File: config.mk
export PLATFORM = sky130hd
export DESIGN_NAME = thermistor_table_interpolator
export DESIGN_NICKNAME = d
export VERILOG_FILES = /design/src/design/tti_pkg.sv /design/src/design/tti_datapath.sv /design/src/design/tti_ctrl.sv /design/src/design/thermistor_table_interpolator.sv
export VERILOG_INCLUDE_DIRS = /design/src /design/src/design
export SDC_FILE = /design/constraint.sdc
export NUM_CORES = 1
export LEC_CHECK = 0
export ABC_CLOCK_PERIOD_IN_PS = 21600
export BUFFER_PORTS_ARGS = -buffer_cell sky130_fd_sc_hd__buf_4
export CORE_MARGIN = 1.5
export CORE_UTILIZATION = 55
export CTS_CLUSTER_DIAMETER = 30
export DETAILED_ROUTE_END_ITERATION = 6
export PLACE_DENSITY = 0.72
export SLEW_MARGIN = 20
export SYNTH_ARGS = -nofsm -noshare
export SYNTH_HDL_FRONTEND = slang
export SYNTH_SLANG_ARGS = --single-unit
export TNS_END_PERCENT = 1
File: constraint.sdc
create_clock -name clk -period 21.6 [get_ports clk]
set_clock_uncertainty 0.05 [all_clocks]
set_input_delay 0 -clock clk [delete_from_list [all_inputs] [get_ports clk]]
set_output_delay 0 -clock clk [all_outputs]
set_load 0.02 [all_outputs]
File: src/design/thermistor_table_interpolator_assert.svh
// Assertion macros shared by the thermistor table interpolator RTL.
`ifndef THERMISTOR_TABLE_INTERPOLATOR_ASSERT_SVH
`define THERMISTOR_TABLE_INTERPOLATOR_ASSERT_SVH

// Same-cycle implication, sampled on clk, off during rst.
`define TTI_ASSERT_SAME(label, ante, cons, msg) \
  label: assert property (@(posedge clk) disable iff (rst) (ante) |-> (cons)) \
    else $error(msg);

// Next-cycle implication, sampled on clk, off during rst.
`define TTI_ASSERT_NEXT(label, ante, cons, msg) \
  label: assert property (@(posedge clk) disable iff (rst) (ante) |=> (cons)) \
    else $error(msg);

`endif

File: src/design/tti_pkg.sv
// Shared widths, calibration ROM and controller/datapath interface types.
package tti_pkg;

  localparam int ADC_W         = 10;
  localparam int RAW_W         = 12;
  localparam int DEG_W         = 9;
  localparam int OFF_W         = RAW_W + 1;
  localparam int PROD_W        = OFF_W + DEG_W;
  localparam int FRACTION_BITS = 8;
  localparam int NUM_W         = PROD_W + FRACTION_BITS;
  localparam int ACC_W         = NUM_W + 2;
  localparam int TEMP_W        = 18;
  localparam int REP_W         = 17;
  localparam int TABLE_POINTS  = 50;
  localparam int IDX_W         = $clog2(TABLE_POINTS);
  localparam int CNT_W         = $clog2(NUM_W);
  localparam int SAMPLE_SHIFT  = 2;

  localparam logic [IDX_W-1:0] FIRST_IDX = IDX_W'(1);
  localparam logic [IDX_W-1:0] LAST_IDX  = IDX_W'(TABLE_POINTS - 1);

  typedef struct packed {
    logic [RAW_W-1:0] raw;
    logic [DEG_W-1:0] deg;
  } cal_point_t;

  typedef struct packed {
    logic load;
    logic search;
    logic prep;
    logic div_step;
    logic out_load;
  } tti_cmd_t;

  typedef struct packed {
    logic hit;
  } tti_sts_t;

  // Calibration points: raw ADC*4 non-decreasing, temperature in degrees non-increasing.
  function automatic cal_point_t cal_rom(input logic [IDX_W-1:0] idx);
    cal_point_t p;
    case (idx)
      6'd0:  p = '{raw: 12'd856,  deg: 9'd250};
      6'd1:  p = '{raw: 12'd893,  deg: 9'd245};
      6'd2:  p = '{raw: 12'd943,  deg: 9'd240};
      6'd3:  p = '{raw: 12'd1017, deg: 9'd235};
      6'd4:  p = '{raw: 12'd1104, deg: 9'd230};
      6'd5:  p = '{raw: 12'd1179, deg: 9'd225};
      6'd6:  p = '{raw: 12'd1216, deg: 9'd220};
      6'd7:  p = '{raw: 12'd1290, deg: 9'd215};
      6'd8:  p = '{raw: 12'd1414, deg: 9'd210};
      6'd9:  p = '{raw: 12'd1501, deg: 9'd205};
      6'd10: p = '{raw: 12'd1576, deg: 9'd200};
      6'd11: p = '{raw: 12'd1675, deg: 9'd195};
      6'd12: p = '{raw: 12'd1762, deg: 9'd190};
      6'd13: p = '{raw: 12'd1886, deg: 9'd185};
      6'd14: p = '{raw: 12'd1998, deg: 9'd180};
      6'd15: p = '{raw: 12'd2122, deg: 9'd175};
      6'd16: p = '{raw: 12'd2209, deg: 9'd170};
      6'd17: p = '{raw: 12'd2321, deg: 9'd165};
      6'd18: p = '{raw: 12'd2445, deg: 9'd160};
      6'd19: p = '{raw: 12'd2519, deg: 9'd155};
      6'd20: p = '{raw: 12'd2643, deg: 9'd150};
      6'd21: p = '{raw: 12'd2767, deg: 9'd145};
      6'd22: p = '{raw: 12'd2829, deg: 9'd140};
      6'd23: p = '{raw: 12'd2954, deg: 9'd135};
      6'd24: p = '{raw: 12'd3065, deg: 9'd130};
      6'd25: p = '{raw: 12'd3152, deg: 9'd125};
      6'd26: p = '{raw: 12'd3227, deg: 9'd120};
      6'd27: p = '{raw: 12'd3376, deg: 9'd115};
      6'd28: p = '{raw: 12'd3376, deg: 9'd115};
      6'd29: p = '{raw: 12'd3424, deg: 9'd110};
      6'd30: p = '{raw: 12'd3504, deg: 9'd105};
      6'd31: p = '{raw: 12'd3584, deg: 9'd100};
      6'd32: p = '{raw: 12'd3648, deg: 9'd95};
      6'd33: p = '{raw: 12'd3712, deg: 9'd90};
      6'd34: p = '{raw: 12'd3760, deg: 9'd85};
      6'd35: p = '{raw: 12'd3808, deg: 9'd80};
      6'd36: p = '{raw: 12'd3840, deg: 9'd75};
      6'd37: p = '{raw: 12'd3888, deg: 9'd70};
      6'd38: p = '{raw: 12'd3904, deg: 9'd65};
      6'd39: p = '{raw: 12'd3936, deg: 9'd60};
      6'd40: p = '{raw: 12'd3968, deg: 9'd55};
      6'd41: p = '{raw: 12'd3984, deg: 9'd50};
      6'd42: p = '{raw: 12'd4000, deg: 9'd45};
      6'd43: p = '{raw: 12'd4018, deg: 9'd40};
      6'd44: p = '{raw: 12'd4034, deg: 9'd35};
      6'd45: p = '{raw: 12'd4049, deg: 9'd30};
      6'd46: p = '{raw: 12'd4058, deg: 9'd25};
      6'd47: p = '{raw: 12'd4068, deg: 9'd20};
      6'd48: p = '{raw: 12'd4073, deg: 9'd15};
      6'd49: p = '{raw: 12'd4077, deg: 9'd10};
      default: p = '{raw: 12'd4077, deg: 9'd10};
    endcase
    return p;
  endfunction

endpackage

File: src/design/tti_datapath.sv
// Datapath: segment search, slope product, restoring divider, output register.
module tti_datapath import tti_pkg::*; (
  input  logic                     clk,
  input  tti_cmd_t                 cmd,
  output tti_sts_t                 sts,
  input  logic [ADC_W-1:0]         adc_sample,
  output logic signed [TEMP_W-1:0] temperature,
  output logic [REP_W-1:0]         reported_temperature
);

  logic [RAW_W-1:0]         scaled;
  logic [IDX_W-1:0]         idx;
  logic [RAW_W-1:0]         den;
  logic [DEG_W-1:0]         base_deg;
  logic                     neg;
  logic [NUM_W-1:0]         quo;
  logic [RAW_W-1:0]         rem;

  cal_point_t               closing;
  cal_point_t               opening;
  cal_point_t               floor_pt;
  logic [RAW_W-1:0]         den_c;
  logic                     den_zero;
  logic signed [OFF_W-1:0]  offset;
  logic signed [DEG_W-1:0]  slope;
  logic signed [PROD_W-1:0] prod;
  logic [PROD_W-1:0]        prod_mag;
  logic [RAW_W:0]           rem_sh;
  logic [RAW_W:0]           trial;
  logic signed [ACC_W-1:0]  base_fix;
  logic signed [ACC_W-1:0]  quo_ext;
  logic signed [ACC_W-1:0]  sum;
  logic signed [ACC_W-1:0]  floor_fix;

  always_comb begin
    closing  = cal_rom(idx);
    opening  = cal_rom(idx - IDX_W'(1));
    floor_pt = cal_rom(LAST_IDX);
    sts.hit  = (scaled <= closing.raw) || (idx == LAST_IDX);

    den_c    = closing.raw - opening.raw;
    den_zero = (den_c == '0);
    offset   = $signed({1'b0, scaled}) - $signed({1'b0, opening.raw});
    slope    = $signed(closing.deg) - $signed(opening.deg);
    prod     = PROD_W'(offset) * PROD_W'(slope);
    prod_mag = prod[PROD_W-1] ? PROD_W'(-prod) : PROD_W'(prod);

    rem_sh   = {rem, quo[NUM_W-1]};
    trial    = rem_sh - {1'b0, den};

    base_fix  = $signed(ACC_W'({base_deg, {FRACTION_BITS{1'b0}}}));
    quo_ext   = $signed(ACC_W'(quo));
    sum       = neg ? (base_fix - quo_ext) : (base_fix + quo_ext);
    floor_fix = $signed(ACC_W'({floor_pt.deg, {FRACTION_BITS{1'b0}}}));
  end

  always_ff @(posedge clk) begin
    if (cmd.load) begin
      scaled <= RAW_W'(adc_sample) << SAMPLE_SHIFT;
      idx    <= FIRST_IDX;
    end else if (cmd.search && !sts.hit) begin
      idx <= idx + IDX_W'(1);
    end

    if (cmd.prep) begin
      // flat segment: colder point, zero quotient (divide by one)
      den      <= den_zero ? RAW_W'(1) : den_c;
      base_deg <= den_zero ? closing.deg : opening.deg;
      neg      <= prod[PROD_W-1];
      quo      <= den_zero ? '0 : {prod_mag, {FRACTION_BITS{1'b0}}};
      rem      <= '0;
    end else if (cmd.div_step) begin
      if (!trial[RAW_W]) begin
        rem <= trial[RAW_W-1:0];
        quo <= {quo[NUM_W-2:0], 1'b1};
      end else begin
        rem <= rem_sh[RAW_W-1:0];
        quo <= {quo[NUM_W-2:0], 1'b0};
      end
    end

    if (cmd.out_load) begin
      temperature          <= sum[TEMP_W-1:0];
      reported_temperature <= (sum < floor_fix) ? floor_fix[REP_W-1:0] : sum[REP_W-1:0];
    end
  end

endmodule

File: src/design/tti_ctrl.sv
// Controller: request sequencing, divide step count and output valid.
module tti_ctrl import tti_pkg::*; (
  input  logic     clk,
  input  logic     rst,
  input  logic     in_valid,
  output logic     in_stall,
  output logic     out_valid,
  input  logic     out_stall,
  output tti_cmd_t cmd,
  input  tti_sts_t sts
);

  localparam logic [2:0] S_IDLE   = 3'd0;
  localparam logic [2:0] S_SEARCH = 3'd1;
  localparam logic [2:0] S_PREP   = 3'd2;
  localparam logic [2:0] S_DIVIDE = 3'd3;
  localparam logic [2:0] S_FINISH = 3'd4;

  logic [2:0]       state;
  logic [2:0]       state_next;
  logic [CNT_W-1:0] cnt;

  always_comb begin
    in_stall     = (state != S_IDLE);
    cmd.load     = (state == S_IDLE) && in_valid;
    cmd.search   = (state == S_SEARCH);
    cmd.prep     = (state == S_PREP);
    cmd.div_step = (state == S_DIVIDE);
    cmd.out_load = (state == S_FINISH) && (!out_valid || !out_stall);

    state_next = state;
    case (state)
      S_IDLE:   if (in_valid) state_next = S_SEARCH;
      S_SEARCH: if (sts.hit) state_next = S_PREP;
      S_PREP:   state_next = S_DIVIDE;
      S_DIVIDE: if (cnt == CNT_W'(NUM_W - 1)) state_next = S_FINISH;
      S_FINISH: if (cmd.out_load) state_next = S_IDLE;
      default:  state_next = S_IDLE;
    endcase
  end

  always_ff @(posedge clk) begin
    if (rst) begin
      state     <= S_IDLE;
      cnt       <= '0;
      out_valid <= 1'b0;
    end else begin
      state <= state_next;
      if (cmd.prep) begin
        cnt <= '0;
      end else if (cmd.div_step) begin
        cnt <= cnt + CNT_W'(1);
      end
      if (cmd.out_load) begin
        out_valid <= 1'b1;
      end else if (!out_stall) begin
        out_valid <= 1'b0;
      end
    end
  end

endmodule

File: src/design/thermistor_table_interpolator.sv
// Thermistor ADC sample to temperature by piecewise-linear table lookup.
// Request to result valid: load, segment search (one ROM point per cycle), prep,
// restoring divide (one quotient bit per divide step, 30 bits), then finish.
// One request at a time (in_stall while busy); finish waits on out_stall; result register frees input.
// Reset (rst, synchronous): controller to idle, result valid cleared.
`include "thermistor_table_interpolator_assert.svh"
module thermistor_table_interpolator import tti_pkg::*; (
  input  logic                     clk,
  input  logic                     rst,
  input  logic                     in_valid,
  output logic                     in_stall,
  input  logic [ADC_W-1:0]         adc_sample,
  output logic                     out_valid,
  input  logic                     out_stall,
  output logic signed [TEMP_W-1:0] temperature,
  output logic [REP_W-1:0]         reported_temperature
);

  // Flow per request:
  //   load   - sample scaled by four, search starts at the second point
  //   search - walk the ROM until the scaled sample is not above a point's
  //            raw value; the last point always ends the walk, and a sample
  //            below the first point lands on the first segment
  //   prep   - offset * slope product, sign split off for the divider
  //   divide - restoring divide of |product| << 8 by the segment raw span,
  //            giving a quotient truncated toward zero
  //   finish - hot-point base plus signed quotient into the result register,
  //            reported value clamped at the coldest point's temperature
  tti_cmd_t cmd;
  tti_sts_t sts;

  tti_ctrl u_ctrl (
    .clk       (clk),
    .rst       (rst),
    .in_valid  (in_valid),
    .in_stall  (in_stall),
    .out_valid (out_valid),
    .out_stall (out_stall),
    .cmd       (cmd),
    .sts       (sts)
  );

  tti_datapath u_datapath (
    .clk                  (clk),
    .cmd                  (cmd),
    .sts                  (sts),
    .adc_sample           (adc_sample),
    .temperature          (temperature),
    .reported_temperature (reported_temperature)
  );

  // Only one datapath operation per cycle.
  `TTI_ASSERT_SAME(a_cmd_onehot, 1'b1, $onehot0({cmd.load, cmd.search, cmd.prep, cmd.div_step, cmd.out_load}), "more than one datapath command")
  // A pending result is never overwritten.
  `TTI_ASSERT_SAME(a_no_overwrite, cmd.out_load, !out_valid || !out_stall, "result register overwritten while stalled")
  // An accepted request keeps the block busy.
  `TTI_ASSERT_NEXT(a_busy_after_accept, in_valid && !in_stall, in_stall && !cmd.out_load, "block not busy after request")

endmodule
# --- After elaboration in Yosys (flattened, before gate mapping) ---
# Memory sizes are Yosys's and may differ from the RTL's. A register that Yosys moved wholly into a read port is not among the register bits.
# Cells that the tools add are included.
word_totals:
  register_bits: 124
  mem_bits_ro: 2560
  inputBits: 14
  out_inout_bits: 37
  n_memories: 2
mem_list:
  columns: ["name", "depth", "word_bits", "rd", "rd_clocked_by_memory_dff", "wr", "line", "source"]
  rows:
  - ["(name not given)", 64, 20, 1, 1, 0, "tti_pkg.sv:42", "case (idx)"]
  - ["(name not given)", 64, 20, 1, 0, 0, "tti_pkg.sv:42", null]
op_classes:
  addsub: 10
  mul: 1
  magnitude_cmp: 2
  n_eq_ne: 11
  muxes: 17
  reduce_logical: 14
op_table:
  columns: ["operator", "count"]
  rows:
  - ["$mux W30", 3]
  - ["$lt A32 B13 Y1 const B", 1]
  - ["$mux W32", 1]
  - ["$add A17 B30 Y31", 1]
  - ["$sub A17 B30 Y31", 1]
  - ["$mul A13 B9 Y22", 1]
  - ["$mux W22", 1]
  - ["$neg A22 Y22", 1]
  - ["$pmux W3 S5", 1]
  - ["$sub A12 B12 Y13", 1]
  - ["$sub A13 B12 Y13", 1]
  - ["$le A12 B12 Y1", 1]
  - ["$logic_not A12 Y1", 1]
  - ["$mux W12", 1]
  - ["$mux W3", 4]
  - ["$mux W6", 2]
  - ["$sub A12 B12 Y12", 1]
  - ["$mux W9", 1]
  - ["$sub A9 B9 Y9", 1]
  - ["$add A6 B1 Y6 const B", 1]
  - ["$eq A3 B2 Y1 const B", 2]
  - ["$eq A6 B6 Y1 const B", 1]
  - ["$ne A2 B2 Y1 const B", 3]
  - ["$sub A6 B1 Y6 const B", 1]
  - ["14 further kinds", 22]

# --- Depth between registers and ports, before layout ---
# Gate-level depths: netlist of the first run.
# An unclocked memory read counts as a cell.
depth:
  word_depth: 8
  ltp_mapped: 41
  mapped_depth_nobuf: 38

# --- By module ---
# From an unflattened synthesis of the first run, not the netlist that was laid out.
unflattened:
  hier_cells: 1955
  hier_area_um2: 16314.4
modules_own_cells:
  columns: ["mod", "n_inst", "cells_each", "area_each_um2", "seq_area_each_um2"]
  rows:
  - ["tti_datapath", 1, 1903, 15860.2, 3643.5]
  - ["tti_ctrl", 1, 52, 454.2, 180.2]

# --- Worst setup path after synthesis of the first run ---
# No wires, ideal clock.
synth_timing:
  kind: "reg2reg"
  from: "register u_datapath.idx[0]"
  to: "register u_datapath.quo[27] (data pin)"
  setup_time_ps: 281
  arrival_ps: 9741
  required_ps: 21269
  setup_slack_ps: 11529
  stages_incl_launch_ff: 36
  path_buffers: 3
  path_cell_list: "dfxtp_1 > inv_1 > clkbuf_1 > ha_1 > nor3b_1 > xor2_1 > clkbuf_1 > clkbuf_1 > a211oi_1 > o31ai_1 > ha_1 > a21o_1 > a21oi_1 > o21bai_1 > a21oi_1 > o21bai_1 > a21oi_1 > o211ai_1 > xor2_1 > nand2_1 > fa_1 > inv_1 > fa_1 > fa_1 > fa_1 > ha_1 > ha_1 > nor2_1 > nor2b_1 > o22a_1 > xor2_1 > or4_1 > or4b_1 > o41ai_1 > xnor2_1 > o31ai_1"
synth_via:
  elab_chain_len: 8
  word_cells_on_any_way: 11
  cone_classes: "add/sub: 5; mul: 1; mux: 3; reduce/logical: 1; memory: 1"
synth_rtl:
  columns: ["item", "line", "source"]
  rows:
  - ["from (decl)", "tti_datapath.sv:12", "logic [IDX_W-1:0] idx;"]
  - ["from (signal assigned)", "tti_datapath.sv:62", "idx <= idx + IDX_W'(1);"]
  - ["$sub A6 B1 Y6 *", "tti_datapath.sv:37", "opening = cal_rom(idx - IDX_W'(1));"]
  - ["$mem_v2 Z64 W20 *", null, null]
  - ["$sub A12 B12 Y13 or $sub A9 B9 Y9 (tied branches)", "tti_datapath.sv:43, tti_datapath.sv:44", null]
  - ["$mul A13 B9 Y22", "tti_datapath.sv:45", "prod = PROD_W'(offset) * PROD_W'(slope);"]
  - ["$neg A22 Y22", "tti_datapath.sv:46", "prod_mag = prod[PROD_W-1] ? PROD_W'(-prod) : PROD_W'(prod);"]
  - ["$mux W22", "tti_datapath.sv:46", null]
  - ["$mux W30 *", "tti_datapath.sv:70", "quo <= den_zero ? '0 : {prod_mag, {FRACTION_BITS{1'b0}}};"]
  - ["$mux W30 *", "tti_datapath.sv:65", "if (cmd.prep) begin"]
  - ["to (signal assigned)", "tti_datapath.sv:70", null]
  - ["to (signal assigned)", "tti_datapath.sv:75", "quo <= {quo[NUM_W-2:0], 1'b1};"]
  - ["to (signal assigned)", "tti_datapath.sv:78", "quo <= {quo[NUM_W-2:0], 1'b0};"]
  - ["to (decl)", "tti_datapath.sv:16", "logic [NUM_W-1:0] quo;"]
# Mark *: on every way between the ends. The rest lies on a longest branch, timed or not.
# A chain may end at the register's enable or synchronous reset.

# --- Worst setup path in the final report of the first run ---
layout_timing:
  from: "register u_datapath.idx[1]"
  to: "register u_datapath.quo[27] (data pin)"
# The elaborated chain is that of the path after synthesis.

==> metrics.md, run 1 <==
| Metric | Value |
|---|---|
| Remaining DRCs | 0 |
| DR WL/cell | 17.8 um |
| Antenna violations before repair | 0 |
| Share of the yosys chip area belonging to registers | 23.3% |
| Async SR Flop Fraction | 0% |
| Post-DP HPWL | 32,000 um |
| DR vias | 14,300 |
| Die ar. | 30,900 um^2 |
| Max Root-Sink Buffers | 2 |
| Post-layout util | 60.5% |
| Remaining global-route overflow | 0 |
| Max-slew violation count | 0 |
| Largest net degree at the start of global routing | 44 |
| Worst setup SP type | flop |
| Area leader, netlist | edfxtp_1 |
| Area delta synth->final | 8.61% |
| Core Region | 29,500 um^2 |
| Post-CTS Hold Buffers | 13 |
| Synth Instances | 1,926 |
| Met2 Use GR | 47.0% |
| Outcome | finished, final reports clean |
| Most numerous cell in the Yosys netlist | nand2_1 |
| Worst-path fanout max | 16 |
| Setup CP Type | reg2reg |
| Relative slew slack | 26.6% |
| Vias in the first global route | 13,800 |
| Slowest CP cell | and2_0 |
| # H-tree levels | 4 |
| CTS buffer count | 17 |
| Met1 Use GR | 37.7% |
| Largest cells by area after synthesis | edfxtp_1, fa_1, ha_1 |
| Post-synth EDFFs | 96 |
| Clock Tree Root | clkbuf_16 |
| Yosys cell types | 104 |
| Die X | 176 um |
| Mapped Area | 16,400 um^2 |
| Net Count, Synth | 2,188 |
| First-pass GRT wire length | 70,100 um |
| Gr busiest metal | met2 |
| Critical path buffers and inverters | 6 |
| Synth top area share | 17.5% |
| Initial core utilization | 55.7% |
| CP Data Arrival Time | 11.16 ns |
| Global Route met3 Usage | 3.12% |
| Yosys reg bits | 143 |
| DR pass1 iterations | 5 |
| Layout cells sized above 1 | 8.15% |
| Top_reg_cell synth | edfxtp_1 |
| GPL Wtd Cong | 0.956 |
| Via-per-instance ratio | 6.11 |
| YS warnings | 0 |
| Detailed Route WL | 41,700 um |
| Post-CTS setup buffer count | 0 |
| Max-cap viol count | 0 |
| Setup Viol. Count Final | 0 |
| Tot GR Track Use | 28.0% |
| Crit. End Element | flop |
| Clock Pin Slew Worst Setup and Hold Paths | 0.07 ns |
| Clock Latency Late Sink | 0.43 ns |
| Io pins | 51 |
| Max Freq | 0.0906 GHz |
| Post-route setup TNS | 0 ns |
| Required time of the critical path | 21.73 ns |
| Crit-path max cell delay | 0.72 ns |
| Number of DRC markers in iteration 0 | 1,572 |
| CTS tree | yes |
| RSZ-0062 raised after global routing | no |
| Final Hold Vio Count | 0 |
| Post-Syn Area per Cell | 8.53 um^2 |
| Post-synth top cells | nand2_1, inv_1, nor2_1 |
| Worst-margin pin slew | 1.09 ns |
| Worst min path class | in2reg |
| IO Port Bufs | 50 |
| Non-Filler Instances | 2,340 |
| Number of diodes | 0 |
| Fin crit period | 11.03 ns |
| Nets | 2,199 |
| Die Y | 176 um |
| Row count | 63 |
| Dpl cells | 2,293 |
| Final ANT Viol Nets | 0 |
| CTS sink count | 143 |
| CTS resizes | 0 |
| CP top delay family | adder cells |
| Fin crit share | 51.1% |
[layout by cell type (no fill, tap or decap), types with 12 or more instances in the layout]
cell and count:
edfxtp_1 96, fa_1 103, buf_4 67, dfxtp_1 47, nor3_1 46, and3_1 14
nor4_1 18, clkbuf_16 17, o21ai_0 92, inv_1 180, nand2_1 195, a21oi_1 100
a21o_1 14, ha_1 145, o31ai_1 23, o21a_1 18, a311oi_1 12, or4_1 12
a211oi_1 32, nand2b_1 18, o22ai_1 23, xnor2_1 75, a31oi_1 28, nor2_1 178
mux2i_1 21, xor2_1 31, and2_1 14, nand3_1 41, dlygate4sd3_1 14, nor2b_1 21
o211ai_1 21
[cells by family (layout without fill, tap and decap cells)]
group / after synthesis / in the layout / share of synthesized area (%)
and+or+nand+nor: 641 / 641 / 19.1
AOI/OAI and AO/OA: 482 / 482 / 20.0
buffers and inverters: 277 / 301 / 6.52
adders and majority gates: 248 / 248 / 23.6
DFF: 143 / 143 / 23.3
xor gates and xnor gates: 110 / 110 / 5.86
muxes: 25 / 25 / 1.64
[path summary, 6_finish.rpt]
check / to / start / cells past startpoint / slack, ns
setup / recovery: u_datapath.quo[27] / u_datapath.idx[1] / 35 / 10.57
hold / removal: u_datapath.scaled[11] / adc_sample[9] / 2 / 0.23
setup reg to reg: u_datapath.quo[27] / u_datapath.idx[1] / 35 / 10.57
hold reg to reg: u_datapath.rem[5] / u_datapath.rem[5] / 2 / 0.43
[worst register-to-register path: cells and delay by family (launching register included)]
family	cells	cell delay [ns]
flip-flops	1	0.63
buffers and inverters	6	0.67
AO/OA/AOI/OAI	12	3.03
AND/OR/NAND/NOR	5	1.75
adder cells (fa/ha/maj)	9	3.81
XOR/XNOR	3	0.86
[registers in the layout, indices dropped and copies added, names as in the netlist]
signal / flops
u_datapath.scaled: 10
u_ctrl.out_valid: 1
u_ctrl.cnt: 5
u_datapath.quo: 30
u_datapath.closing: 20
u_datapath.rem: 12
u_datapath.den: 12
u_datapath.idx: 6
u_datapath.temperature: 18
u_datapath.neg: 1
u_datapath.reported_temperature: 17
u_ctrl.state: 3
u_datapath.base_deg: 8
[per-layer routing]
layer  up-vias  routed length (um)
met2       500               19800
li1       6885                   -
met1      6837               18500
met5         -                   0
met3        83                2340
met4         0                1010
[final cells by class]
type                    count  area [um^2]
clock inverters            14          154
clock buffers              18          429
repair buffers             82          671
multi-input cells        1506        11600
inverters                 187          702
well taps                 390          488
fillers                  2634        11600
flip-flops and latches    143         3820
[through the flow]
stage	cell area, um^2	worst slack [ns]	hold slack, ns
6_report	17800	10.57	0.234
2_1_floorplan	16400	11.53	0.0489
3_3_place_gp	17100	10.90	0.129
3_5_place_dp	17100	10.74	0.129
5_1_grt	17800	9.87	0.242
4_1_cts	17800	10.68	0.0244
Power of run 1 is not shown: default switching activity piles up to over one toggle a cycle in this logic, so the estimate is an artifact.
==> inputs of run 2 (changes only) <==
- ABC_AREA: unset -> 1
- ABC_CLOCK_PERIOD_IN_PS: 21600 -> 9800
- PLACE_DENSITY: 0.72 -> 0.75
- clock period: 21.6 -> 9.8 ns (I/O delays scaled with it)
==> metrics.md, run 2 <==
| Metric | Value |
|---|---|
| Number of diodes | 0 |
| IO Port Bufs | 50 |
| Max Root-Sink Buffers | 2 |
| DR vias | 16,000 |
| Most frequent cells in the layout | nand2_1, inv_1, nor2_1 |
| Max Freq | 0.110 GHz |
| Hold depth | 2 |
| Remaining DRCs | 0 |
| Placement Setup Slack | -0.0358 ns |
| Largest Register | u_datapath.quo |
| Number of flip-flops in the largest register | 30 |
| Largest cells by area after synthesis | edfxtp_1, nand2_1, fa_1 |
| Initial core utilization | 55.7% |
| Detailed Route WL | 45,300 um |
| Share of the yosys chip area belonging to registers | 22.6% |
| Fin crit share | 93.0% |
| Setup Viol. Count Final | 0 |
| RSZ-0062 raised after global routing | no |
| Max-cap viol count | 0 |
| Via-per-instance ratio | 5.52 |
| Most common cell after layout, fill and taps aside | nand2_1 |
| Most used cell, CP | nand2_1 |
| Clock Pin Slew Worst Setup and Hold Paths | 0.07 ns |
| Core Region | 30,400 um^2 |
| Area delta synth->final | 9.19% |
| Tot GR Track Use | 30.0% |
| Relative slew slack | 30.9% |
| Row count | 64 |
| # H-tree levels | 4 |
| Setup CP Type | reg2reg |
| YS warnings | 0 |
| Die X | 178 um |
| Remaining global-route overflow | 0 |
| Most numerous cell in the Yosys netlist | nand2_1 |
| Layout cells sized above 1 | 7.01% |
| Largest net degree at the start of global routing | 36 |
| Non-Filler Instances | 2,905 |
| Io pins | 51 |
| Post-Syn Area per Cell | 6.92 um^2 |
| Max-slew violation count | 0 |
| Worst min path class | in2reg |
| CTS sink count | 143 |
| Yosys cell types | 53 |
| Synth top area share | 17.0% |
| Final ANT Viol Nets | 0 |
| Final Hold Vio Count | 0 |
| Post-DP HPWL | 36,500 um |
| First-pass GRT wire length | 76,000 um |
| R2R depth | 43 |
| DR pass1 iterations | 6 |
| Post-synth EDFFs | 96 |
| Yosys reg bits | 143 |
| Clock Tree Root | clkbuf_16 |
| Area leader, netlist | edfxtp_1 |
| Worst-margin pin slew | 1.04 ns |
| Mapped Area | 16,900 um^2 |
| Fin crit period | 9.12 ns |
| Nets | 2,758 |
| CP Data Arrival Time | 9.25 ns |
| Crit-path max cell delay | 0.55 ns |
| Async SR Flop Fraction | 0% |
| CTS buffer count | 17 |
| Antenna violations before repair | 0 |
| Die ar. | 31,900 um^2 |
| CTS tree | yes |
| Post-layout util | 60.8% |
| Worst-path fanout max | 26 |
| Number of DRC markers in iteration 0 | 1,510 |
| Final WS setup | 0.681 ns |
| Die Y | 178 um |
| Top_reg_cell synth | edfxtp_1 |
| Post-route setup TNS | 0 ns |
| Required time of the critical path | 9.93 ns |
| Post-synth top cells | nand2_1, inv_1, nor2_1 |
| Slowest CP cell | fa_1 |
| Net Count, Synth | 2,709 |
| Worst setup SP type | flop |
| DR WL/cell | 15.6 um |
| Crit. End Element | flop |
| Synth Instances | 2,447 |
| Outcome | finished, final reports clean |
| Clock Latency Late Sink | 0.44 ns |
| GPL Wtd Cong | 1.01 |
| Dpl cells | 2,858 |
| Vias in the first global route | 15,400 |
run 2: path summary, 6_finish.rpt:
path                     start                    end  slack [ns]
max          u_datapath.idx[2]     u_datapath.quo[25]        0.68
min              adc_sample[8]  u_datapath.scaled[10]        0.22
max reg2reg  u_datapath.idx[2]     u_datapath.quo[25]        0.68
min reg2reg   u_ctrl.out_valid       u_ctrl.out_valid        0.44
run 2: final cells by class:
class	instances	area [um^2]
fill	2809	11900
multi-input combinational	1836	11400
sequential	143	3820
inverter	408	1540
timing repair buffer	90	711
tap	396	495
clock buffer	19	433
clock inverter	13	140
run 2: timing repair:
item | in CTS | in global routing
hold buffers | 14 | 0
endpoints found under the setup margin | 5 | 22
gates resized for setup | 2 | 18
hold endpoints to repair | 19 | 0
setup buffers | 0 | 1
run 2: critical path, delay by kind of cell, from the launching register on:
family	cells	cell delay, ns
simple gates	23	2.99
flops	1	0.44
compound gates	7	1.14
fa+ha+maj	8	3.71
buf+inv	5	0.49
run 2: routing by layer:
metal  global-route usage [%]  vias to the layer above  part of all wire (%)
met1                     39.7                     7432                    44
li1                         -                     7913                     -
met2                     51.0                      588                    47
met5                        0                        -                     0
met4                     9.76                        0                   2.8
met3                     3.75                       92                   6.4
run 2: cell families after synthesis:
| group | count (synthesis) | share of synthesized area [%] |
|---|---|---|
| DFF | 143 | 22.6 |
| adders and majority gates | 248 | 22.9 |
| and+or+nand+nor | 1240 | 30.7 |
| AOI/OAI and AO/OA | 283 | 9.56 |
| xor gates and xnor gates | 65 | 3.45 |
| buffers and inverters | 468 | 10.8 |
run 2: through the flow:
| stage | area (um^2) | hold WS (ns) |
|---|---|---|
| CTS | 18400 | 0.215 |
| detailed placement | 17700 | 0.129 |
| finish | 18500 | 0.223 |
| floorplan | 16900 | 0.0191 |
| global placement | 17700 | 0.128 |
| global route | 18500 | 0.226 |
Power of run 2 is left out for the same reason.
